### src/hw/rtl/fsba_pkg.sv
`timescale 1ns / 1ps
`default_nettype none
// ---------------------------------------------------------------------------
// fsba_pkg
// Shared codes, field widths and controller/datapath interface types.
// ---------------------------------------------------------------------------
package fsba_pkg;

	localparam int DEF_HEAP_CELLS    = 64;
	localparam int DEF_TABLE_ENTRIES = 16;
	localparam int DEF_KEY_BITS      = 8;

	// Fixed port widths
	localparam int OP_W    = 2;
	localparam int KEY_W   = 8;
	localparam int REQ_W   = 7;
	localparam int ST_W    = 3;
	localparam int START_W = 6;
	localparam int SIZE_W  = 7;
	localparam int MODE_W  = 2;

	localparam logic [OP_W-1:0] OP_ALLOC = 2'd0;
	localparam logic [OP_W-1:0] OP_FREE  = 2'd1;
	localparam logic [OP_W-1:0] OP_ALIAS = 2'd2;
	localparam logic [OP_W-1:0] OP_CLEAR = 2'd3;

	localparam logic [MODE_W-1:0] FIT_FIRST = 2'd0;
	localparam logic [MODE_W-1:0] FIT_BEST  = 2'd1;
	localparam logic [MODE_W-1:0] FIT_WORST = 2'd2;
	localparam logic [MODE_W-1:0] FIT_NEXT  = 2'd3;

	localparam logic [ST_W-1:0] ST_OK           = 3'd0;
	localparam logic [ST_W-1:0] ST_EXISTS       = 3'd1;
	localparam logic [ST_W-1:0] ST_NO_FIT       = 3'd2;
	localparam logic [ST_W-1:0] ST_MISSING      = 3'd3;
	localparam logic [ST_W-1:0] ST_DEST_MISSING = 3'd4;
	localparam logic [ST_W-1:0] ST_FULL         = 3'd5;
	localparam logic [ST_W-1:0] ST_BAD_SIZE     = 3'd6;

	typedef struct packed {
		logic            load;
		logic            tstep;
		logic            cstep;
		logic            istep;
		logic            alloc;
		logic            free;
		logic            alias_wr;
		logic            clear;
		logic            fail;
		logic [ST_W-1:0] fail_code;
		logic            publish;
	} fsba_cmd_t;

	typedef struct packed {
		logic [OP_W-1:0] op;
		logic            t_last;
		logic            scan_end;
		logic            key_hit;
		logic            src_hit;
		logic            slot_hit;
		logic            bad_size;
		logic            found;
	} fsba_stat_t;

endpackage
`default_nettype wire

### src/hw/rtl/fsba_ctrl.sv
`timescale 1ns / 1ps
`default_nettype none
// ---------------------------------------------------------------------------
// fsba_ctrl
// Sequencer: steps the datapath through table scan, cell scan and commit.
// ---------------------------------------------------------------------------
module fsba_ctrl
	import fsba_pkg::*;
(
	input  wire logic       clk,
	input  wire logic       arst_n,
	input  wire logic       in_valid,
	output logic            in_ready,
	output logic            out_valid,
	input  wire logic       out_ready,
	input  wire fsba_stat_t stat,
	output fsba_cmd_t       cmd
);

	localparam logic [2:0] S_IDLE   = 3'd0;
	localparam logic [2:0] S_TSCAN  = 3'd1;
	localparam logic [2:0] S_DECIDE = 3'd2;
	localparam logic [2:0] S_CSCAN  = 3'd3;
	localparam logic [2:0] S_PICK   = 3'd4;
	localparam logic [2:0] S_INVAL  = 3'd5;
	localparam logic [2:0] S_FIN    = 3'd6;

	logic [2:0] state_q, state_d;
	logic       out_valid_q;

	assign in_ready  = (state_q == S_IDLE);
	assign out_valid = out_valid_q;

	always_comb begin
		cmd       = '0;
		cmd.fail_code = ST_OK;
		state_d   = state_q;
		case (state_q)
			S_IDLE: begin
				if (in_valid) begin
					cmd.load = 1'b1;
					state_d  = S_TSCAN;
				end
			end
			S_TSCAN: begin
				cmd.tstep = 1'b1;
				if (stat.t_last) state_d = S_DECIDE;
			end
			S_DECIDE: begin
				state_d = S_FIN;
				case (stat.op)
					OP_ALLOC: begin
						if (stat.key_hit) begin
							cmd.fail = 1'b1; cmd.fail_code = ST_EXISTS;
						end else if (stat.bad_size) begin
							cmd.fail = 1'b1; cmd.fail_code = ST_BAD_SIZE;
						end else if (!stat.slot_hit) begin
							cmd.fail = 1'b1; cmd.fail_code = ST_FULL;
						end else begin
							state_d = S_CSCAN;
						end
					end
					OP_FREE: begin
						if (!stat.key_hit) begin
							cmd.fail = 1'b1; cmd.fail_code = ST_MISSING;
						end else begin
							cmd.free = 1'b1;
							state_d  = S_INVAL;
						end
					end
					OP_ALIAS: begin
						if (!stat.src_hit) begin
							cmd.fail = 1'b1; cmd.fail_code = ST_MISSING;
						end else if (!stat.key_hit) begin
							cmd.fail = 1'b1; cmd.fail_code = ST_DEST_MISSING;
						end else begin
							cmd.alias_wr = 1'b1;
						end
					end
					default: cmd.clear = 1'b1;
				endcase
			end
			S_CSCAN: begin
				cmd.cstep = 1'b1;
				if (stat.scan_end) state_d = S_PICK;
			end
			S_PICK: begin
				if (stat.found) cmd.alloc = 1'b1;
				else begin
					cmd.fail = 1'b1; cmd.fail_code = ST_NO_FIT;
				end
				state_d = S_FIN;
			end
			S_INVAL: begin
				cmd.istep = 1'b1;
				if (stat.t_last) state_d = S_FIN;
			end
			S_FIN: begin
				if (!out_valid_q || out_ready) begin
					cmd.publish = 1'b1;
					state_d     = S_IDLE;
				end
			end
			default: state_d = S_IDLE;
		endcase
	end

	always_ff @(posedge clk or negedge arst_n) begin
		if (!arst_n) begin
			state_q     <= S_IDLE;
			out_valid_q <= 1'b0;
		end else begin
			state_q <= state_d;
			if (cmd.publish) out_valid_q <= 1'b1;
			else if (out_ready) out_valid_q <= 1'b0;
		end
	end

endmodule
`default_nettype wire

### src/hw/rtl/fsba_dp.sv
`timescale 1ns / 1ps
`default_nettype none
// ---------------------------------------------------------------------------
// fsba_dp
// Cell map, key table, run tracker and result registers.
// ---------------------------------------------------------------------------
module fsba_dp
	import fsba_pkg::*;
#(
	parameter int HEAP_CELLS    = DEF_HEAP_CELLS,
	parameter int TABLE_ENTRIES = DEF_TABLE_ENTRIES,
	parameter int KEY_BITS      = DEF_KEY_BITS
) (
	input  wire logic               clk,
	input  wire logic               arst_n,
	input  wire fsba_cmd_t          cmd,
	output fsba_stat_t              stat,
	input  wire logic               cfg_wr,
	input  wire logic [MODE_W-1:0]  cfg_mode,
	input  wire logic [OP_W-1:0]    operation,
	input  wire logic [KEY_W-1:0]   var_key,
	input  wire logic [KEY_W-1:0]   source_key,
	input  wire logic [REQ_W-1:0]   request_size,
	output logic [ST_W-1:0]         status,
	output logic [START_W-1:0]      region_start,
	output logic [SIZE_W-1:0]       region_size
);

	localparam int CW = $clog2(HEAP_CELLS);
	localparam int LW = $clog2(HEAP_CELLS + 1);
	localparam int TW = $clog2(TABLE_ENTRIES);

	logic [MODE_W-1:0]        fit_mode_q;
	logic [LW-1:0]            nf_q;
	logic [HEAP_CELLS-1:0]    cell_used_q, scan_q;
	logic [TABLE_ENTRIES-1:0] valid_q;
	logic [KEY_BITS-1:0]      ekey_q   [TABLE_ENTRIES];
	logic [CW-1:0]            estart_q [TABLE_ENTRIES];
	logic [LW-1:0]            esize_q  [TABLE_ENTRIES];

	logic [OP_W-1:0]     op_q;
	logic [KEY_BITS-1:0] key_q, src_q;
	logic [REQ_W-1:0]    need_q;

	logic [TW-1:0] t_q;
	logic [LW-1:0] p_q;
	logic          in_run_q;
	logic [CW-1:0] rstart_q;

	logic          key_hit_q, src_hit_q, slot_hit_q;
	logic [TW-1:0] key_idx_q, slot_idx_q;
	logic [CW-1:0] key_s_q, src_s_q;
	logic [LW-1:0] key_z_q, src_z_q;

	logic          got_q, aft_q, bef_q;
	logic [CW-1:0] best_s_q, aft_s_q, bef_s_q;
	logic [LW-1:0] best_len_q;

	logic [ST_W-1:0] pend_st_q, st_q;
	logic [CW-1:0]   pend_s_q, rs_q;
	logic [LW-1:0]   pend_z_q, rz_q;

	logic          t_valid, t_last, at_end, cell_free, close, fits;
	logic [LW-1:0] run_len;
	logic          found;
	logic [CW-1:0] where;
	logic [LW:0]   ov_s, ov_e, en_s, en_e, rng_s, rng_e;

	assign t_valid   = valid_q[t_q];
	assign t_last    = (t_q == TW'(TABLE_ENTRIES - 1));
	assign at_end    = (p_q == LW'(HEAP_CELLS));
	assign cell_free = !at_end && !scan_q[0];
	assign close     = cmd.cstep && in_run_q && !cell_free;
	assign run_len   = p_q - LW'(rstart_q);
	assign fits      = (32'(run_len) >= 32'(need_q));
	assign found     = (fit_mode_q == FIT_NEXT) ? (aft_q || bef_q) : got_q;
	assign where     = (fit_mode_q == FIT_NEXT) ? (aft_q ? aft_s_q : bef_s_q) : best_s_q;

	assign ov_s = (LW+1)'(key_s_q);
	assign ov_e = (LW+1)'(key_s_q) + (LW+1)'(key_z_q);
	assign en_s = (LW+1)'(estart_q[t_q]);
	assign en_e = (LW+1)'(estart_q[t_q]) + (LW+1)'(esize_q[t_q]);

	assign rng_s = cmd.free ? ov_s : (LW+1)'(where);
	assign rng_e = cmd.free ? ov_e : (LW+1)'(where) + (LW+1)'(need_q);

	assign stat.op       = op_q;
	assign stat.t_last   = t_last;
	assign stat.scan_end = at_end;
	assign stat.key_hit  = key_hit_q;
	assign stat.src_hit  = src_hit_q;
	assign stat.slot_hit = slot_hit_q;
	assign stat.bad_size = (need_q == '0) || (32'(need_q) > 32'(HEAP_CELLS));
	assign stat.found    = found;

	assign status       = st_q;
	assign region_start = START_W'(rs_q);
	assign region_size  = SIZE_W'(rz_q);

	// Mode register, next-fit position, cell map and valid bits
	always_ff @(posedge clk or negedge arst_n) begin
		if (!arst_n) begin
			fit_mode_q  <= FIT_FIRST;
			nf_q        <= '0;
			cell_used_q <= '0;
			valid_q     <= '0;
		end else begin
			if (cfg_wr) begin
				fit_mode_q <= cfg_mode;
				if (cfg_mode == FIT_NEXT) nf_q <= '0;
			end
			if (cmd.clear) begin
				fit_mode_q  <= FIT_FIRST;
				nf_q        <= '0;
				cell_used_q <= '0;
				valid_q     <= '0;
			end
			if (cmd.alloc || cmd.free) begin
				for (int i = 0; i < HEAP_CELLS; i++) begin
					if ((LW+1)'(i) >= rng_s && (LW+1)'(i) < rng_e)
						cell_used_q[i] <= cmd.alloc;
				end
			end
			if (cmd.alloc) begin
				valid_q[slot_idx_q] <= 1'b1;
				if (fit_mode_q == FIT_NEXT) nf_q <= LW'(rng_e);
			end
			if (cmd.istep && t_valid && en_s < ov_e && ov_s < en_e)
				valid_q[t_q] <= 1'b0;
		end
	end

	// Table payload: no reset
	always_ff @(posedge clk) begin
		if (cmd.alloc) begin
			ekey_q[slot_idx_q]   <= key_q;
			estart_q[slot_idx_q] <= where;
			esize_q[slot_idx_q]  <= LW'(need_q);
		end
		if (cmd.alias_wr) begin
			estart_q[key_idx_q] <= src_s_q;
			esize_q[key_idx_q]  <= src_z_q;
		end
	end

	// Request capture, table search and run tracking
	always_ff @(posedge clk or negedge arst_n) begin
		if (!arst_n) begin
			t_q        <= '0;
			p_q        <= '0;
			in_run_q   <= 1'b0;
			key_hit_q  <= 1'b0;
			src_hit_q  <= 1'b0;
			slot_hit_q <= 1'b0;
			got_q      <= 1'b0;
			aft_q      <= 1'b0;
			bef_q      <= 1'b0;
		end else begin
			if (cmd.load) begin
				t_q        <= '0;
				p_q        <= '0;
				in_run_q   <= 1'b0;
				key_hit_q  <= 1'b0;
				src_hit_q  <= 1'b0;
				slot_hit_q <= 1'b0;
				got_q      <= 1'b0;
				aft_q      <= 1'b0;
				bef_q      <= 1'b0;
			end
			if (cmd.tstep || cmd.istep)
				t_q <= t_last ? '0 : t_q + 1'b1;
			if (cmd.tstep) begin
				if (t_valid && ekey_q[t_q] == key_q && !key_hit_q) key_hit_q <= 1'b1;
				if (t_valid && ekey_q[t_q] == src_q && !src_hit_q) src_hit_q <= 1'b1;
				if (!t_valid && !slot_hit_q) slot_hit_q <= 1'b1;
			end
			if (cmd.cstep && !at_end) begin
				p_q <= p_q + 1'b1;
				if (cell_free && !in_run_q) in_run_q <= 1'b1;
			end
			if (close) begin
				in_run_q <= 1'b0;
				if (fits) begin
					case (fit_mode_q)
						FIT_FIRST: if (!got_q) got_q <= 1'b1;
						FIT_BEST:  if (!got_q || run_len < best_len_q) got_q <= 1'b1;
						FIT_WORST: if (!got_q || run_len > best_len_q) got_q <= 1'b1;
						default: begin
							if (LW'(rstart_q) >= nf_q) aft_q <= 1'b1;
							else bef_q <= 1'b1;
						end
					endcase
				end
			end
		end
	end

	// Payload side of capture and tracking
	always_ff @(posedge clk) begin
		if (cmd.load) begin
			op_q   <= operation;
			key_q  <= KEY_BITS'(var_key);
			src_q  <= KEY_BITS'(source_key);
			need_q <= request_size;
			scan_q <= cell_used_q;
		end
		if (cmd.tstep) begin
			if (t_valid && ekey_q[t_q] == key_q && !key_hit_q) begin
				key_idx_q <= t_q;
				key_s_q   <= estart_q[t_q];
				key_z_q   <= esize_q[t_q];
			end
			if (t_valid && ekey_q[t_q] == src_q && !src_hit_q) begin
				src_s_q <= estart_q[t_q];
				src_z_q <= esize_q[t_q];
			end
			if (!t_valid && !slot_hit_q) slot_idx_q <= t_q;
		end
		if (cmd.cstep && !at_end) begin
			scan_q <= scan_q >> 1;
			if (cell_free && !in_run_q) rstart_q <= CW'(p_q);
		end
		if (close && fits) begin
			case (fit_mode_q)
				FIT_FIRST: if (!got_q) begin
					best_s_q <= rstart_q; best_len_q <= run_len;
				end
				FIT_BEST: if (!got_q || run_len < best_len_q) begin
					best_s_q <= rstart_q; best_len_q <= run_len;
				end
				FIT_WORST: if (!got_q || run_len > best_len_q) begin
					best_s_q <= rstart_q; best_len_q <= run_len;
				end
				default: begin
					if (LW'(rstart_q) >= nf_q) begin
						if (!aft_q) aft_s_q <= rstart_q;
					end else if (!bef_q) begin
						bef_s_q <= rstart_q;
					end
				end
			endcase
		end
		// Pending result
		if (cmd.fail || cmd.clear) begin
			pend_st_q <= cmd.clear ? ST_OK : cmd.fail_code;
			pend_s_q  <= '0;
			pend_z_q  <= '0;
		end
		if (cmd.alloc) begin
			pend_st_q <= ST_OK; pend_s_q <= where; pend_z_q <= LW'(need_q);
		end
		if (cmd.free) begin
			pend_st_q <= ST_OK; pend_s_q <= key_s_q; pend_z_q <= key_z_q;
		end
		if (cmd.alias_wr) begin
			pend_st_q <= ST_OK; pend_s_q <= src_s_q; pend_z_q <= src_z_q;
		end
		if (cmd.publish) begin
			st_q <= pend_st_q;
			rs_q <= pend_s_q;
			rz_q <= pend_z_q;
		end
	end

endmodule
`default_nettype wire

### src/hw/rtl/fit_strategy_block_allocator.sv
`timescale 1ns / 1ps
`default_nettype none
// ---------------------------------------------------------------------------
// fit_strategy_block_allocator
// Keyed cell heap allocator with first, best, worst and next fit.
// ---------------------------------------------------------------------------
// One transaction in gives one transaction out. Every command first walks the
// key table one entry per cycle; an allocate then walks the cell map one cell
// per cycle to find the free runs, and a successful free walks the table once
// more to drop overlapping aliases. Commands are handled one at a time; a new
// one is taken while the previous result still waits in the output register.
// Write fit_mode only while idle; a write of next fit restarts the next-fit
// position at cell zero, and clear returns the mode to first fit.
// ---------------------------------------------------------------------------
module fit_strategy_block_allocator
	import fsba_pkg::*;
#(
	parameter int HEAP_CELLS    = DEF_HEAP_CELLS,
	parameter int TABLE_ENTRIES = DEF_TABLE_ENTRIES,
	parameter int KEY_BITS      = DEF_KEY_BITS
) (
	input  wire logic              clk,
	input  wire logic              arst_n,
	input  wire logic              cfg_valid,
	output logic                   cfg_ready,
	input  wire logic [MODE_W-1:0] fit_mode,
	input  wire logic              in_valid,
	output logic                   in_ready,
	input  wire logic [OP_W-1:0]   operation,
	input  wire logic [KEY_W-1:0]  var_key,
	input  wire logic [KEY_W-1:0]  source_key,
	input  wire logic [REQ_W-1:0]  request_size,
	output logic                   out_valid,
	input  wire logic              out_ready,
	output logic [ST_W-1:0]        status,
	output logic [START_W-1:0]     region_start,
	output logic [SIZE_W-1:0]      region_size
);

	fsba_cmd_t  cmd;
	fsba_stat_t stat;

	// The mode register takes a write in any cycle
	assign cfg_ready = 1'b1;

	fsba_ctrl u_ctrl (
		.clk       (clk),
		.arst_n    (arst_n),
		.in_valid  (in_valid),
		.in_ready  (in_ready),
		.out_valid (out_valid),
		.out_ready (out_ready),
		.stat      (stat),
		.cmd       (cmd)
	);

	fsba_dp #(
		.HEAP_CELLS    (HEAP_CELLS),
		.TABLE_ENTRIES (TABLE_ENTRIES),
		.KEY_BITS      (KEY_BITS)
	) u_dp (
		.clk          (clk),
		.arst_n       (arst_n),
		.cmd          (cmd),
		.stat         (stat),
		.cfg_wr       (cfg_valid && cfg_ready),
		.cfg_mode     (fit_mode),
		.operation    (operation),
		.var_key      (var_key),
		.source_key   (source_key),
		.request_size (request_size),
		.status       (status),
		.region_start (region_start),
		.region_size  (region_size)
	);

	// Hold off further input once a transaction has been taken
	a_one_at_a_time: assert property (@(posedge clk) disable iff (!arst_n)
		(in_valid && in_ready) |=> !in_ready)
		else $error("input taken while a command is in flight");

	// Status stays within the defined codes
	a_status_range: assert property (@(posedge clk) disable iff (!arst_n)
		out_valid |-> (status <= ST_BAD_SIZE))
		else $error("undefined status code");

	// Errors carry an empty region
	a_error_zero: assert property (@(posedge clk) disable iff (!arst_n)
		(out_valid && status != ST_OK) |-> (region_start == '0 && region_size == '0))
		else $error("error result with nonzero region");

	// A reported region never holds more cells than the heap
	a_size_bound: assert property (@(posedge clk) disable iff (!arst_n)
		out_valid |-> (32'(region_size) <= 32'(HEAP_CELLS)))
		else $error("region size beyond heap");

endmodule
`default_nettype wire

### config.mk
export PLATFORM = sky130hd
export DESIGN_NAME = fit_strategy_block_allocator
export DESIGN_NICKNAME = d
export VERILOG_FILES = /design/src/hw/rtl/fsba_pkg.sv /design/src/hw/rtl/fsba_ctrl.sv /design/src/hw/rtl/fsba_dp.sv /design/src/hw/rtl/fit_strategy_block_allocator.sv
export SDC_FILE = /design/constraint.sdc
export NUM_CORES = 1
export LEC_CHECK = 0
export ABC_AREA = 1
export ABC_CLOCK_PERIOD_IN_PS = 4100
export BUFFER_PORTS_ARGS = -buffer_cell sky130_fd_sc_hd__buf_2
export CORE_ASPECT_RATIO = 2
export CORE_MARGIN = 2
export CORE_UTILIZATION = 52
export CTS_BUF_LIST = sky130_fd_sc_hd__clkbuf_4 sky130_fd_sc_hd__clkbuf_8
export DETAILED_ROUTE_END_ITERATION = 10
export GPL_TIMING_DRIVEN = 1
export PLACE_DENSITY = 0.71
export SLEW_MARGIN = 20
export SYNTH_ARGS = -nofsm -noshare
export SYNTH_HDL_FRONTEND = slang
export SYNTH_SLANG_ARGS = --single-unit
### constraint.sdc
create_clock -name clk -period 4.1 [get_ports clk]
set_input_delay 0.205 -clock clk [delete_from_list [all_inputs] [get_ports clk]]
set_output_delay 0.205 -clock clk [all_outputs]
set_load 0.03 [all_outputs]
== After elaboration in Yosys (flattened, before gate mapping) ==
Memory sizes are Yosys's and may differ from the RTL's.
Index checks and enable logic that the tools add are counted.

* Output and inout port bits: 19
* Memory bits (writable): 336
* Memories kept: 3
* Bits of input ports: 32
* Logic and storage cells: 526
* Bits in registers: 297

{| class="wikitable"
|+ Memory list
! memory !! words !! bits a word !! rd ports !! clocked after memory_dff !! write ports !! RTL line !! source
|-
| u_dp.ekey_q || 16 || 8 || 1 || 0 || 1 || fsba_dp.sv:37 || <nowiki>logic [KEY_BITS-1:0] ekey_q [TABLE_ENTRIES];</nowiki>
|-
| u_dp.esize_q || 16 || 7 || 1 || 0 || 1 || fsba_dp.sv:39 || <nowiki>logic [LW-1:0] esize_q [TABLE_ENTRIES];</nowiki>
|-
| u_dp.estart_q || 16 || 6 || 1 || 0 || 1 || fsba_dp.sv:38 || <nowiki>logic [CW-1:0] estart_q [TABLE_ENTRIES];</nowiki>
|}

* Add/sub/neg operators: 6
* Multiplexer cells: 188
* Equal/unequal tests: 24
* Order comparisons: 139
* Reduce and logical (&&, ||, !) cells: 121
* Bitwise operators: 7

{| class="wikitable"
|+ Operator list
! kind !! number
|-
| $ge 6x8->1 const A || 32
|-
| $lt 6x8->1 const A || 32
|-
| $ge 5x8->1 const A || 16
|-
| $lt 5x8->1 const A || 16
|-
| $mux 64 || 2
|-
| $mux 63 || 2
|-
| $mux 1 || 119
|-
| $mux 7 || 15
|-
| $logic_and 1x1->1 || 80
|-
| $mux 6 || 11
|-
| $ge 4x8->1 const A || 8
|-
| $lt 4x8->1 const A || 8
|-
| $mux 16 || 3
|-
| $mux 4 || 12
|-
| $ge 3x8->1 const A || 4
|-
| $lt 3x8->1 const A || 4
|-
| $mux 3 || 10
|-
| $add 6x7->8 || 3
|-
| $pmux 3 s7 || 1
|-
| $pmux 7 s3 || 1
|-
| $pmux 6 s3 || 1
|-
| $and 16x16->16 || 1
|-
| $eq 8x8->1 || 2
|-
| $ge 1x8->1 const A || 2
|-
| other kinds (48) || 100
|}

== Longest topological paths before layout ==
Gate-level depths: netlist of the first run.

* Depth in word-level cells: 11
* Mapped depth: 28
* Mapped depth without buffers: 26

== Hierarchy ==
Synthesis of the first run repeated with hierarchy kept, for this count alone.

* Cell total of the unflattened synthesis: 3600
* Area total of the unflattened synthesis: 32234.7 sq um

{| class="wikitable"
|+ Modules (own cells, without submodules)
! module !! area an instance (sq um) !! cells an instance !! seq. area each (sq um) !! times used
|-
| fsba_dp || 31699.2 || 3504 || 18312.6 || 1
|-
| fsba_ctrl || 524.3 || 94 || 100.1 || 1
|-
| fit_strategy_block_allocator || 11.3 || 2 || 0.0 || 1
|}

== Worst setup path before layout of the first run ==
OpenSTA, ideal clock, no wires.

* Path kind: register to register
* Start: register u_ctrl.state_q[0]
* End: register u_dp.scan_q[0], enable pin
* Library setup time: 0.426 ns
* Slack: -0.320 ns
* Required time: 3.674 ns
* Period minus slack after synthesis: 4.420 ns
* Path buffers: 0
* Stages on the path, launching flop included: 6
* Arrival: 3.994 ns
* Path through: dfrtp_1 nor2_1 nand2_1 nor2_1 clkinv_1 nand2_1

{| class="wikitable"
|+ RTL lines
! element !! RTL line !! source
|-
| from (decl) || fsba_ctrl.sv:28 || <nowiki>logic [2:0] state_q, state_d;</nowiki>
|-
| from (signal assigned) || fsba_ctrl.sv:113 || <nowiki>state_q <= state_d;</nowiki>
|-
| to (signal assigned) || fsba_dp.sv:205 || <nowiki>scan_q <= cell_used_q;</nowiki>
|-
| to (signal assigned) || fsba_dp.sv:220 || <nowiki>scan_q <= scan_q >> 1;</nowiki>
|-
| to (decl) || fsba_dp.sv:35 || <nowiki>logic [HEAP_CELLS-1:0] cell_used_q, scan_q;</nowiki>
|}

== Worst setup path after layout of the first run ==
* Start: register u_dp.t_q[1]
* End: register u_dp.valid_q[4]

* Word-level cells in the longest chain between the ends: 7
* Elaborated cells between the ends (all ways): 18
* Classes of those cells: add/sub: 1; order compare: 4; mux: 5; bitwise: 2; reduce/logical: 4; memory: 2

{| class="wikitable"
|+ RTL lines
! element !! RTL line !! source
|-
| from (decl) || fsba_dp.sv:45 || <nowiki>logic [TW-1:0] t_q;</nowiki>
|-
| from (signal assigned) || fsba_dp.sv:171 || <nowiki>t_q <= t_last ? '0 : t_q + 1'b1;</nowiki>
|-
| branches (longest 6 deep; another with $add 6x7->8) || - ||
|-
| $mux 16 (*) || fsba_dp.sv:128 || <nowiki>if (cmd.istep && t_valid && en_s < ov_e && ov_s < en_e)</nowiki>
|-
| to (signal assigned) || fsba_dp.sv:116 || <nowiki>valid_q <= '0;</nowiki>
|-
| to (signal, indexed assignment) || fsba_dp.sv:125 || <nowiki>valid_q[slot_idx_q] <= 1'b1;</nowiki>
|-
| to (signal, indexed assignment) || fsba_dp.sv:129 || <nowiki>valid_q[t_q] <= 1'b0;</nowiki>
|-
| to (decl) || fsba_dp.sv:36 || <nowiki>logic [TABLE_ENTRIES-1:0] valid_q;</nowiki>
|}

Mark *: on every way between the ends. The select of a mux whose other input is x is not followed.
A chain may end at the register's enable or synchronous reset.

==> results.txt, run 1 <==
most used flip-flop cell after synthesis: edfxtp_1
DR vias: 22880
Synth top area share: 52.42%
CP Capture Type: flop
fmax: 262.8 MHz
DRC viols: 0
final setup TNS: 0 ns
HP Class: input port to asynchronous set/reset pin
fraction of registers with async set/reset: 17.54%
Post-synth EDFFs: 518
TritonCTS clock tree: built
Max-slew headroom: 31.87%
root buf cell: clkbuf_8
post-place setup slack: 0.1523 ns
Synth cell types: 51
fin crit period: 3.805 ns
number of cell rows: 123
Tot GR Track Use: 29.61%
yosys synthesis warning count: 0
DP Wirelength: 61650 um
RSZ-0062 raised after global routing: no
register area: 18420 um2
Total Nets Final: 3340
CP arrival: 4.42 ns
TritonRoute pass-1 iters: 6
Critical Path Start: u_dp.t_q[1]$_DFFE_PN0P_
cell taking the most area after synthesis: edfxtp_1
Multi-input gate area: 9752 um2
syn nets: 3155
P_leak: 0.01396 uW
post-synthesis sequential area ratio: 62.05%
input/output buffers: 49
total CTS buffers: 88
max-slew violations: 0
Synth area leaders: edfxtp_1 52%, nand2_1 9.7%, dfrtp_1 9.4%, nor2_1 5.3%, o21ai_0 5.0%
final worst path period share: 92.81%
clock latency on the worst-skew pair: 0.69 ns
Area Overhead vs Synth: 13.75%
Worst-path clk slew: 0.07 ns
fill cell count: 4711
status: complete, no violations
CP Data Required Time: 4.72 ns
maximum buffer depth of the clock tree: 3
die area: 59110 um2
Post-DRT Antenna Nets: 0
number of placed I/O pins: 51
1st-iter DRT viols: 1954
layout cells sized above 1: 12.08%
cell area after synthesis: 29670 um2
Setup violations, final: 0
Die Span Y: 341.8 um
commonest non-fill, non-tap cell in the layout: nand2_1
Core Footprint: 56330 um2
Clock Skew: 0.03752 ns
routed length per instance: 21.52 um
vias in the first global route: 23200
final hold viol count: 0
Worst Path Max Fanout: 47
routed vias/inst: 5.631
commonest non-fill, non-tap cells in the layout: 762 x nand2_1, 518 x edfxtp_1, 414 x nor2_1
critical path class: flop to flop
wire length of the first global-routing pass: 132100 um
peak supply drop: 501.5 uV
worst r2r src: u_dp.t_q[1]$_DFFE_PN0P_
CP Launch Type: flop
Mapped Cells: 3054
DRT Wirelength: 87420 um
Initial Utilization: 52.68%
largest net degree at the start of global routing: 72
Max-Cap Viols: 0
worst setup slack after layout: 0.2948 ns
initial antenna violation count: 1
Die Wd: 172.9 um
pwr dens: 637.4 nW/um2
gr ovfl total: 0
Syn Area/Cell: 9.716 um2
synthesized flop and latch total: 633
H-Tree Depth: 3
# clock sinks: 633
placer congestion estimate: 1.012
worst slew pin tran: 1.022 ns
==> path summary, 6_finish.rpt <==
path	endpoint	slack, ns	cells past startpoint
max	u_dp.valid_q[4]$_DFF_PN0_	0.29	21
min	u_dp.src_hit_q$_DFF_PN0_	0.08	2
max reg2reg	u_dp.valid_q[4]$_DFF_PN0_	0.29	21
min reg2reg	u_dp.region_size[2]$_DFFE_PP_	0.41	0
max in group asynchronous	u_dp.cell_used_q[34]$_DFF_PN0_	3.12	3
min in group clk	u_dp.op_q[1]$_DFFE_PP_	0.22	2
==> where the power goes <==
part	total (uW)	internal [uW]	switching, uW
clock	5170	2720	2450
combinational	7780	2510	5270
sequential	8570	8100	469
==> critical path, stage by stage, from the launching register on <==
cell and delay (ns):
dfrtp_2 0.38, buf_4 0.43, o21ai_0 0.22, o22ai_1 0.20, nand2_1 0.08, nand4_1 0.15
ha_1 0.17, inv_1 0.07, fa_1 0.41, o21ai_1 0.22, xnor2_1 0.14, ha_1 0.24
nand2_1 0.07, nand2_1 0.07, nand2_1 0.06, nand2_1 0.04, nand2_1 0.05, nor2_1 0.06
nor2_2 0.15, buf_4 0.26, nand4_1 0.12, nand2_1 0.09
==> logic make-up (layout without fill, tap and decap cells) <==
logic type | count (synthesis) | count (layout) | share of synthesized area [%]
fa+ha+maj | 69 | 69 | 3.011
other cells | 1 | 2 | 0.01264
simple gates | 1457 | 1457 | 20.37
buf+inv | 395 | 652 | 5.309
compound gates | 479 | 479 | 8.652
xor+xnor | 20 | 20 | 0.5903
flops | 633 | 633 | 62.05
==> timing repair <==
item,4_1_cts,5_1_grt
endpoints found under the hold margin,72,0
gates resized for setup,0,10
hold buffers,32,0
endpoints found under the setup margin,0,35
buffers inserted,0,1
==> final cells by class <==
class	count	area share, %
Antenna cell	1	0.007413
Clock buffer	114	4.296
Clock inverter	48	1.175
Inverter	270	3.021
Multi-Input combinational cell	2026	28.89
Sequential cell	633	54.56
Tap cell	750	2.780
Timing Repair Buffer	220	5.267
==> metal layers <==
layer | routed length (um) | track usage (%)
met3 | 4259 | 3.733
met5 | 0 | 0
met4 | 7339 | 22.78
met2 | 47620 | 56.39
met1 | 28200 | 28.60
==> flip-flops by register name, indices dropped and copies added, names as in the netlist, 8 cells and up <==
| signal | flops |
|---|---|
| u_dp.cell_used_q | 64 |
| u_dp.ekey_q | 128 |
| u_dp.esize_q | 112 |
| u_dp.estart_q | 96 |
| u_dp.key_q | 8 |
| u_dp.scan_q | 64 |
| u_dp.src_q | 8 |
| u_dp.valid_q | 16 |
==> synth_stat cells, types with 3 or more instances <==
cell	number
nand3_2	6
dfrtp_1	111
nor3_2	4
buf_4	5
xor2_1	10
o211ai_1	10
nand3b_1	3
nand2_2	7
ha_1	65
nor2_1	419
buf_1	16
inv_2	7
buf_2	28
dfxtp_1	4
a31oi_1	3
nand2_1	765
nor3_1	13
edfxtp_1	518
fa_1	4
nand3_1	141
nor3b_1	3
nor2_4	6
a21oi_1	83
o22ai_1	54
o21ai_0	295
inv_1	261
nand4_1	75
buf_6	5
nor2_2	6
o21ai_2	4
xnor2_1	10
clkbuf_1	70
or2_2	5
o21ai_1	16
==> metrics by stage <==
| step | hold slack [ns] | utilization [%] | total power, uW | cell area, um2 | std cells |
|---|---|---|---|---|---|
| after global routing | 0.08624 | 59.93 | 22760 | 33750 | 4062 |
| after floorplan | -0.09059 | - | 13410 | 29680 | 3054 |
| after global placement | 0.2685 | 55.98 | 16040 | 31530 | 3866 |
| final | 0.07869 | 59.93 | 21520 | 33750 | 4062 |
| after detailed placement | 0.2719 | 55.98 | 16290 | 31530 | 3866 |
| after CTS | 0.06229 | 59.83 | 21480 | 33700 | 4060 |
(Power assumes the default switching activity.)
==> inputs of run 2 (changes only) <==
--- a/config.mk
+++ b/config.mk
@@ -7,14 +7,14 @@
 export LEC_CHECK = 0
 export ABC_AREA = 1
 export ABC_CLOCK_PERIOD_IN_PS = 4100
-export BUFFER_PORTS_ARGS = -buffer_cell sky130_fd_sc_hd__buf_2
+export BUFFER_PORTS_ARGS = -buffer_cell sky130_fd_sc_hd__clkbuf_2
 export CORE_ASPECT_RATIO = 2
 export CORE_MARGIN = 2
-export CORE_UTILIZATION = 52
+export CORE_UTILIZATION = 53
 export CTS_BUF_LIST = sky130_fd_sc_hd__clkbuf_4 sky130_fd_sc_hd__clkbuf_8
 export DETAILED_ROUTE_END_ITERATION = 10
 export GPL_TIMING_DRIVEN = 1
-export PLACE_DENSITY = 0.71
+export PLACE_DENSITY = 0.72
 export SLEW_MARGIN = 20
 export SYNTH_ARGS = -nofsm -noshare
 export SYNTH_HDL_FRONTEND = slang
==> results.txt, run 2 (synthesis results as in run 1) <==
status: complete, no violations
total CTS buffers: 89 (+1.1%)
worst-path cell chain: nand2_1 -> inv_1 -> buf_4 -> nand2_1 -> nand4_1 -> inv_1 -> fa_1 -> o21ai_0 -> xnor2_1 -> ha_1 -> nand2_1 -> nand2_1 -> nand2_1 -> nand2_1 -> nand2_1 -> nor2_1 -> nor2_2 -> nand3_4 -> nand2_1 -> nand2_1
peak supply drop: 414.4 uV (-17%)
CP Launch Type: flop
worst slew pin tran: 0.9993 ns (-0.02268 ns)
die area: 58010 um2 (-1.9%)
Worst Path Buf+Inv: 3 (unchanged)
critical path class: flop to flop
r2r setup slk: 0.17 ns (-0.12 ns)
TritonCTS clock tree: built
max-slew violations: 0 (unchanged)
final worst path period share: 95.86% (+3.0 points)
RR Endpoint: u_dp.valid_q[6]$_DFF_PN0_
Tot GR Track Use: 29.69% (+0.076 points)
initial antenna violation count: 1 (unchanged)
Largest register FFs: 128 (unchanged)
max incr delay on CP: 0.55 ns (+0.12 ns)
largest net degree at the start of global routing: 97 (+35%)
hold slack: 0.05309 ns (-0.02559 ns)
Power Total: 21560 uW (+0.20%)
Max-Cap Viols: 0 (unchanged)
H-Tree Depth: 3 (unchanged)
commonest non-fill, non-tap cells in the layout: 763 x nand2_1, 518 x edfxtp_1, 410 x nor2_1
Total Nets Final: 3314 (-0.78%)
layout cells sized above 1: 11.56% (-0.52 points)
CP Capture Type: flop
Max-slew headroom: 32.87% (+1.0 points)
pwr dens: 642.3 nW/um2 (+0.76%)
HP Class: input port to asynchronous set/reset pin
CP Data Required Time: 4.67 ns (-0.05 ns)
root buf cell: clkbuf_8
commonest non-fill, non-tap cell in the layout: nand2_1
fin crit period: 3.930 ns (+0.1249 ns)
CP most frequent cell: nand2_1
routed length per instance: 21.34 um (-0.85%)
wire length of the first global-routing pass: 128600 um (-2.6%)
clock latency on the worst-skew pair: 0.71 ns (+0.02 ns)
final hold viol count: 0 (unchanged)
vias in the first global route: 23050 (-0.62%)
Worst Path Max Fanout: 16 (-66%)
R2R depth: 20 (-4.8%)
Critical-path top delay cell: dfrtp_1
routed vias/inst: 5.662 (+0.54%)
DR vias: 22830 (-0.21%)
Post-DRT Antenna Nets: 0 (unchanged)
Initial Utilization: 53.55% (+0.87 points)
number of placed I/O pins: 51 (unchanged)
Crit path depth: 20 (-4.8%)
placer congestion estimate: 1.032 (+1.9%)
gr ovfl total: 0 (unchanged)
DRC viols: 0 (unchanged)
Placed Cells: 3832 (-0.88%)
maximum buffer depth of the clock tree: 3 (unchanged)
TritonRoute pass-1 iters: 8 (+2)
fmax: 254.4 MHz (-3.2%)
Setup violations, final: 0 (unchanged)
DRT Wirelength: 86040 um (-1.6%)
P_leak: 0.01386 uW (-0.73%)
Die Span Y: 338.6 um (-0.94%)
final setup TNS: 0 ns (unchanged)
worst setup slack after layout: 0.1699 ns (-0.1249 ns)
1st-iter DRT viols: 1856 (-5.0%)
fin cells: 4032 (-0.74%)
post-place setup slack: 0.01574 ns (-0.1366 ns)
Worst-path clk slew: 0.07 ns (about the same)
Clock Skew: 0.04930 ns (+0.01178 ns)
critical path's top delay family: simple AND/OR/NAND/NOR gates
Die Wd: 171.3 um (-0.93%)
Biggest register: u_dp.ekey_q
input/output buffers: 49 (unchanged)
Area Overhead vs Synth: 13.12%
Core Footprint: 55410 um2 (-1.6%)
CP arrival: 4.50 ns (+0.08 ns)
# clock sinks: 633 (unchanged)
fill cell count: 4577 (-2.8%)
worst r2r src: u_dp.t_q[2]$_DFFE_PN0P_
top flop regs: u_dp.ekey_q: 128 flops, u_dp.esize_q: 112 flops, u_dp.estart_q: 96 flops
number of cell rows: 122 (-0.81%)
DP Wirelength: 59710 um (-3.1%)
[run 2: cell count changes in the layout (fill, tap and decap cells not counted), sizes merged]
| cell | delta |
|---|---|
| clkinvlp | -1 |
| clkinv | -8 |
| clkbuf | +62 |
| inv | +1 |
| bufinv | -1 |
| buf | -77 |
[run 2: worst reg2reg max path, cell delays in order, from the launching register on]
cell	delay, ns
dfrtp_1	0.55
nand2_1	0.10
inv_1	0.28
buf_4	0.27
nand2_1	0.09
nand4_1	0.29
inv_1	0.11
fa_1	0.45
o21ai_0	0.33
xnor2_1	0.17
ha_1	0.25
nand2_1	0.07
nand2_1	0.06
nand2_1	0.06
nand2_1	0.05
nand2_1	0.05
nor2_1	0.06
nor2_2	0.16
nand3_4	0.23
nand2_1	0.12
nand2_1	0.06
[run 2: power by group]
| group | total [uW] | switching [uW] | internal, uW |
|---|---|---|---|
| Combinational | 7750 | 5330 | 2420 |
| Clock | 5220 | 2430 | 2790 |
| Sequential | 8590 | 486 | 8100 |
[run 2: stage by stage]
step                      cell area, um2  utilization, %
after floorplan                    29680               -
after global placement             31230           56.36
after detailed placement           31230           56.36
after CTS                          33440           60.34
after global routing               33570           60.58
final                              33570           60.58
[run 2: how the worst max path moves through the flow]
stage	startpoint	endpoint	slack, ns
CTS	u_dp.p_q[0]$_DFFE_PN0P_	u_dp.bef_s_q[4]$_DFFE_PP_	0.007
floorplan	u_dp.t_q[0]$_DFFE_PN0P_	u_dp.valid_q[7]$_DFF_PN0_	0.05
global route	u_dp.t_q[1]$_DFFE_PN0P_	u_dp.valid_q[14]$_DFF_PN0_	-0.02
global placement	u_dp.t_q[0]$_DFFE_PN0P_	u_dp.valid_q[1]$_DFF_PN0_	0.25
detailed placement	u_dp.p_q[0]$_DFFE_PN0P_	u_dp.aft_s_q[1]$_DFFE_PP_	0.02
finish	u_dp.t_q[2]$_DFFE_PN0P_	u_dp.valid_q[6]$_DFF_PN0_	0.17
[run 2: cell type report]
cell class	instances	area (um2)	area share (%)
Sequential cell	633	18420	54.87
Clock buffer	126	1559	4.644
Antenna cell	1	2.502	0.007455
Timing Repair Buffer	193	1545	4.603
Inverter	270	1018	3.034
Clock inverter	39	326.6	0.9729
Multi-Input combinational cell	2026	9767	29.10
Tap cell	744	930.9	2.773
[run 2: repair_timing]
action / 4_1_cts / 5_1_grt
setup buffers: 0 / 0
resized for setup: 1 / 17
cloned: 0 / 2
setup endpoints to repair: 6 / 47
endpoints found under the hold margin: 71 / 0
hold buffers: 32 / 0
pin swaps: 0 / 2
[run 2: metal layers]
layer | track usage (%) | share of wire [%] | up-vias
li1 | - | - | 10670
met1 | 29.36 | 33 | 10830
met2 | 52.33 | 52 | 975
met3 | 4.565 | 5.4 | 357
met4 | 26.85 | 10 | 0
met5 | 0 | 0 | -
==> inputs of run 3 (changes only) <==
--- a/config.mk
+++ b/config.mk
@@ -11,7 +11,7 @@
 export CORE_ASPECT_RATIO = 2
 export CORE_MARGIN = 2
 export CORE_UTILIZATION = 53
-export CTS_BUF_LIST = sky130_fd_sc_hd__clkbuf_4 sky130_fd_sc_hd__clkbuf_8
+export CTS_BUF_LIST = sky130_fd_sc_hd__clkbuf_2 sky130_fd_sc_hd__clkbuf_4 sky130_fd_sc_hd__clkbuf_8
 export DETAILED_ROUTE_END_ITERATION = 10
 export GPL_TIMING_DRIVEN = 1
 export PLACE_DENSITY = 0.72
==> constraint.sdc (replaced) <==
create_clock -name clk -period 4.1 [get_ports clk]
set_input_delay 0 -clock clk [delete_from_list [all_inputs] [get_ports clk]]
set_output_delay 0 -clock clk [all_outputs]
set_load 0.03 [all_outputs]
==> results.txt, run 3 (synthesis results as in run 1) <==
clock latency on the worst-skew pair: 0.71 ns (about the same)
critical path class: flop to flop
Hold EP: u_dp.op_q[1]$_DFFE_PP_
number of placed I/O pins: 51 (unchanged)
hold_sp: operation[1]
fmax: 258.4 MHz (+1.5%)
Clock Power Share: 24.2% (about the same)
vias in the first global route: 23220 (+0.73%)
worst slew pin tran: 1.002 ns (+0.002762 ns)
final worst path period share: 94.39% (-1.5 points)
initial antenna violation count: 2 (+1)
Int Pwr: 13300 uW (about the same)
max-slew violations: 0 (unchanged)
Setup violations, final: 0 (unchanged)
TritonCTS clock tree: built
1st-iter DRT viols: 1613 (-13%)
Power Total: 21530 uW (-0.15%)
P_leak: 0.01397 uW (+0.80%)
Comb power frac: 36.0% (about the same)
worst setup slack after layout: 0.2298 ns (+0.05988 ns)
top flop regs: u_dp.ekey_q: 128 flops, u_dp.esize_q: 112 flops, u_dp.estart_q: 96 flops
RSZ-0062 raised after global routing: yes
Seq pwr share: 39.9% (about the same)
Worst-path clk slew: 0.07 ns (about the same)
Core Footprint: 55410 um2 (unchanged)
Largest register FFs: 128 (unchanged)
register area: 18420 um2 (unchanged)
CP Capture Type: flop
Multi-input gate area: 9771 um2 (about the same)
DP Wirelength: 60920 um (+2.0%)
routed vias/inst: 5.629 (-0.58%)
sw frac: 38.22% (about the same)
H-Tree Depth: 3 (unchanged)
DR vias: 22850 (+0.088%)
CP Data Required Time: 4.74 ns (+0.07 ns)
Max-Cap Viols: 0 (unchanged)
root buf cell: clkbuf_8
hold path depth: 2
final hold viol count: 0 (unchanged)
Area Overhead vs Synth: 13.99%
commonest non-fill, non-tap cells in the layout: 763 x nand2_1, 518 x edfxtp_1, 412 x nor2_1
CP arrival: 4.51 ns (about the same)
commonest non-fill, non-tap cell in the layout: nand2_1
HP Class: input port to flop
status: complete, no violations
final setup TNS: 0 ns (unchanged)
largest net degree at the start of global routing: 70 (-28%)
RR Endpoint: u_dp.valid_q[9]$_DFF_PN0_
Clock Skew: 0.04063 ns (-0.008661 ns)
R2R depth: 23 (+15%)
die area: 58010 um2 (unchanged)
TritonRoute pass-1 iters: 6 (-2)
Die Span Y: 338.6 um (unchanged)
DRT Wirelength: 86820 um (+0.91%)
Total Nets Final: 3346 (+0.97%)
Worst Path Max Fanout: 28 (+12)
fin cells: 4059 (+0.67%)
Tot GR Track Use: 30.15% (+0.46 points)
r2r setup slk: 0.23 ns (+0.06 ns)
total CTS buffers: 87 (-2.2%)
wire length of the first global-routing pass: 130400 um (+1.4%)
number of cell rows: 122 (unchanged)
fin crit period: 3.870 ns (-0.05988 ns)
pwr dens: 636.4 nW/um2 (-0.92%)
Initial Utilization: 53.55% (unchanged)
P_sw: 8226 uW (-0.24%)
Biggest register: u_dp.ekey_q
worst r2r src: u_dp.t_q[0]$_DFFE_PN0P_
layout cells sized above 1: 11.71% (+0.15 points)
post-place setup slack: 0.07762 ns (+0.06188 ns)
CP Launch Type: flop
gr ovfl total: 0 (unchanged)
maximum buffer depth of the clock tree: 3 (unchanged)
routed length per instance: 21.39 um (+0.24%)
Max-slew headroom: 32.49% (-0.38 points)
peak supply drop: 405.2 uV (-2.2%)
Die Wd: 171.3 um (unchanged)
# clock sinks: 633 (unchanged)
DRC viols: 0 (unchanged)
fill cell count: 4540 (-0.81%)
Placed Cells: 3844 (+0.31%)
placer congestion estimate: 1.016 (-1.5%)
Post-DRT Antenna Nets: 0 (unchanged)
input/output buffers: 49 (unchanged)
==> run 3: cell type report <==
class / count / area share [%]
Multi-Input combinational cell: 2027 / 28.88
Antenna cell: 1 / 0.007398
Sequential cell: 633 / 54.45
Clock buffer: 120 / 4.383
Inverter: 270 / 3.011
Timing Repair Buffer: 226 / 5.386
Tap cell: 744 / 2.752
Clock inverter: 38 / 1.128
==> run 3: critical path, cell delays in order, from the launching register on <==
cell and delay, ns:
dfrtp_4 0.52, inv_6 0.14, buf_16 0.19, o21ai_0 0.09
o22ai_1 0.23, nand2_1 0.08, nand4_1 0.20, ha_4 0.27
a21oi_1 0.19, o21ai_0 0.16, xnor2_1 0.24, ha_1 0.28
a21oi_1 0.15, nand2_1 0.07, nand2_1 0.05, nand2_1 0.06
nand2_1 0.06, nand2_1 0.05, nand2_1 0.06, nor2_1 0.07
nor2_4 0.19, buf_8 0.20, nand4_1 0.11, nand2_1 0.10
==> run 3: layer usage <==
metal | share of wire (%) | GRT usage (%) | wire length (um) | up-vias
li1 | - | - | - | 10730
met3 | 5.2 | 5.312 | 4554 | 370
met5 | 0 | 0 | 0 | -
met4 | 9.6 | 24.72 | 8366 | 0
met1 | 32 | 28.84 | 27850 | 10830
met2 | 53 | 54.90 | 46050 | 919
==> run 3: power by group through the flow <==
| stage | logic [uW] | registers (uW) | clock network [uW] |
|---|---|---|---|
| after floorplan | 4850 | 8570 | 0 |
| after global placement | 7300 | 8670 | 0 |
| after detailed placement | 7500 | 8700 | 0 |
| after CTS | 7580 | 8570 | 5270 |
| after global routing | 8560 | 8640 | 5540 |
| final | 7740 | 8580 | 5200 |
==> run 3: through the flow <==
stage / cell area (um2) / hold WS, ns / util, %
6_report: 33830 / 0.04150 / 61.05
5_1_grt: 33830 / 0.03315 / 61.05
4_1_cts: 33720 / 0.0004486 / 60.85
3_5_place_dp: 31310 / 0.06053 / 56.50
3_3_place_gp: 31310 / 0.05569 / 56.50
2_1_floorplan: 29680 / -0.2956 / -
==> run 3: timing repair <==
action,4_1_cts,5_1_grt
hold buffers,53,0
buffers inserted,0,1
resized for setup,0,13
setup endpoints to repair,0,41
hold endpoints to repair,165,0
==> run 3: worst max-delay path by stage <==
stage                                 end               startpoint  depth (start not counted)  slack [ns]
2_1_floorplan   u_dp.valid_q[7]$_DFF_PN0_  u_dp.t_q[0]$_DFFE_PN0P_                         27        0.05
3_3_place_gp    u_dp.valid_q[2]$_DFF_PN0_  u_dp.t_q[0]$_DFFE_PN0P_                         22        0.25
3_5_place_dp   u_dp.valid_q[15]$_DFF_PN0_  u_dp.t_q[0]$_DFFE_PN0P_                         23        0.08
4_1_cts        u_dp.valid_q[15]$_DFF_PN0_  u_dp.t_q[0]$_DFFE_PN0P_                         22        0.06
5_1_grt        u_dp.valid_q[11]$_DFF_PN0_  u_dp.t_q[0]$_DFFE_PN0P_                         23       -0.02
6_report        u_dp.valid_q[9]$_DFF_PN0_  u_dp.t_q[0]$_DFFE_PN0P_                         23        0.23
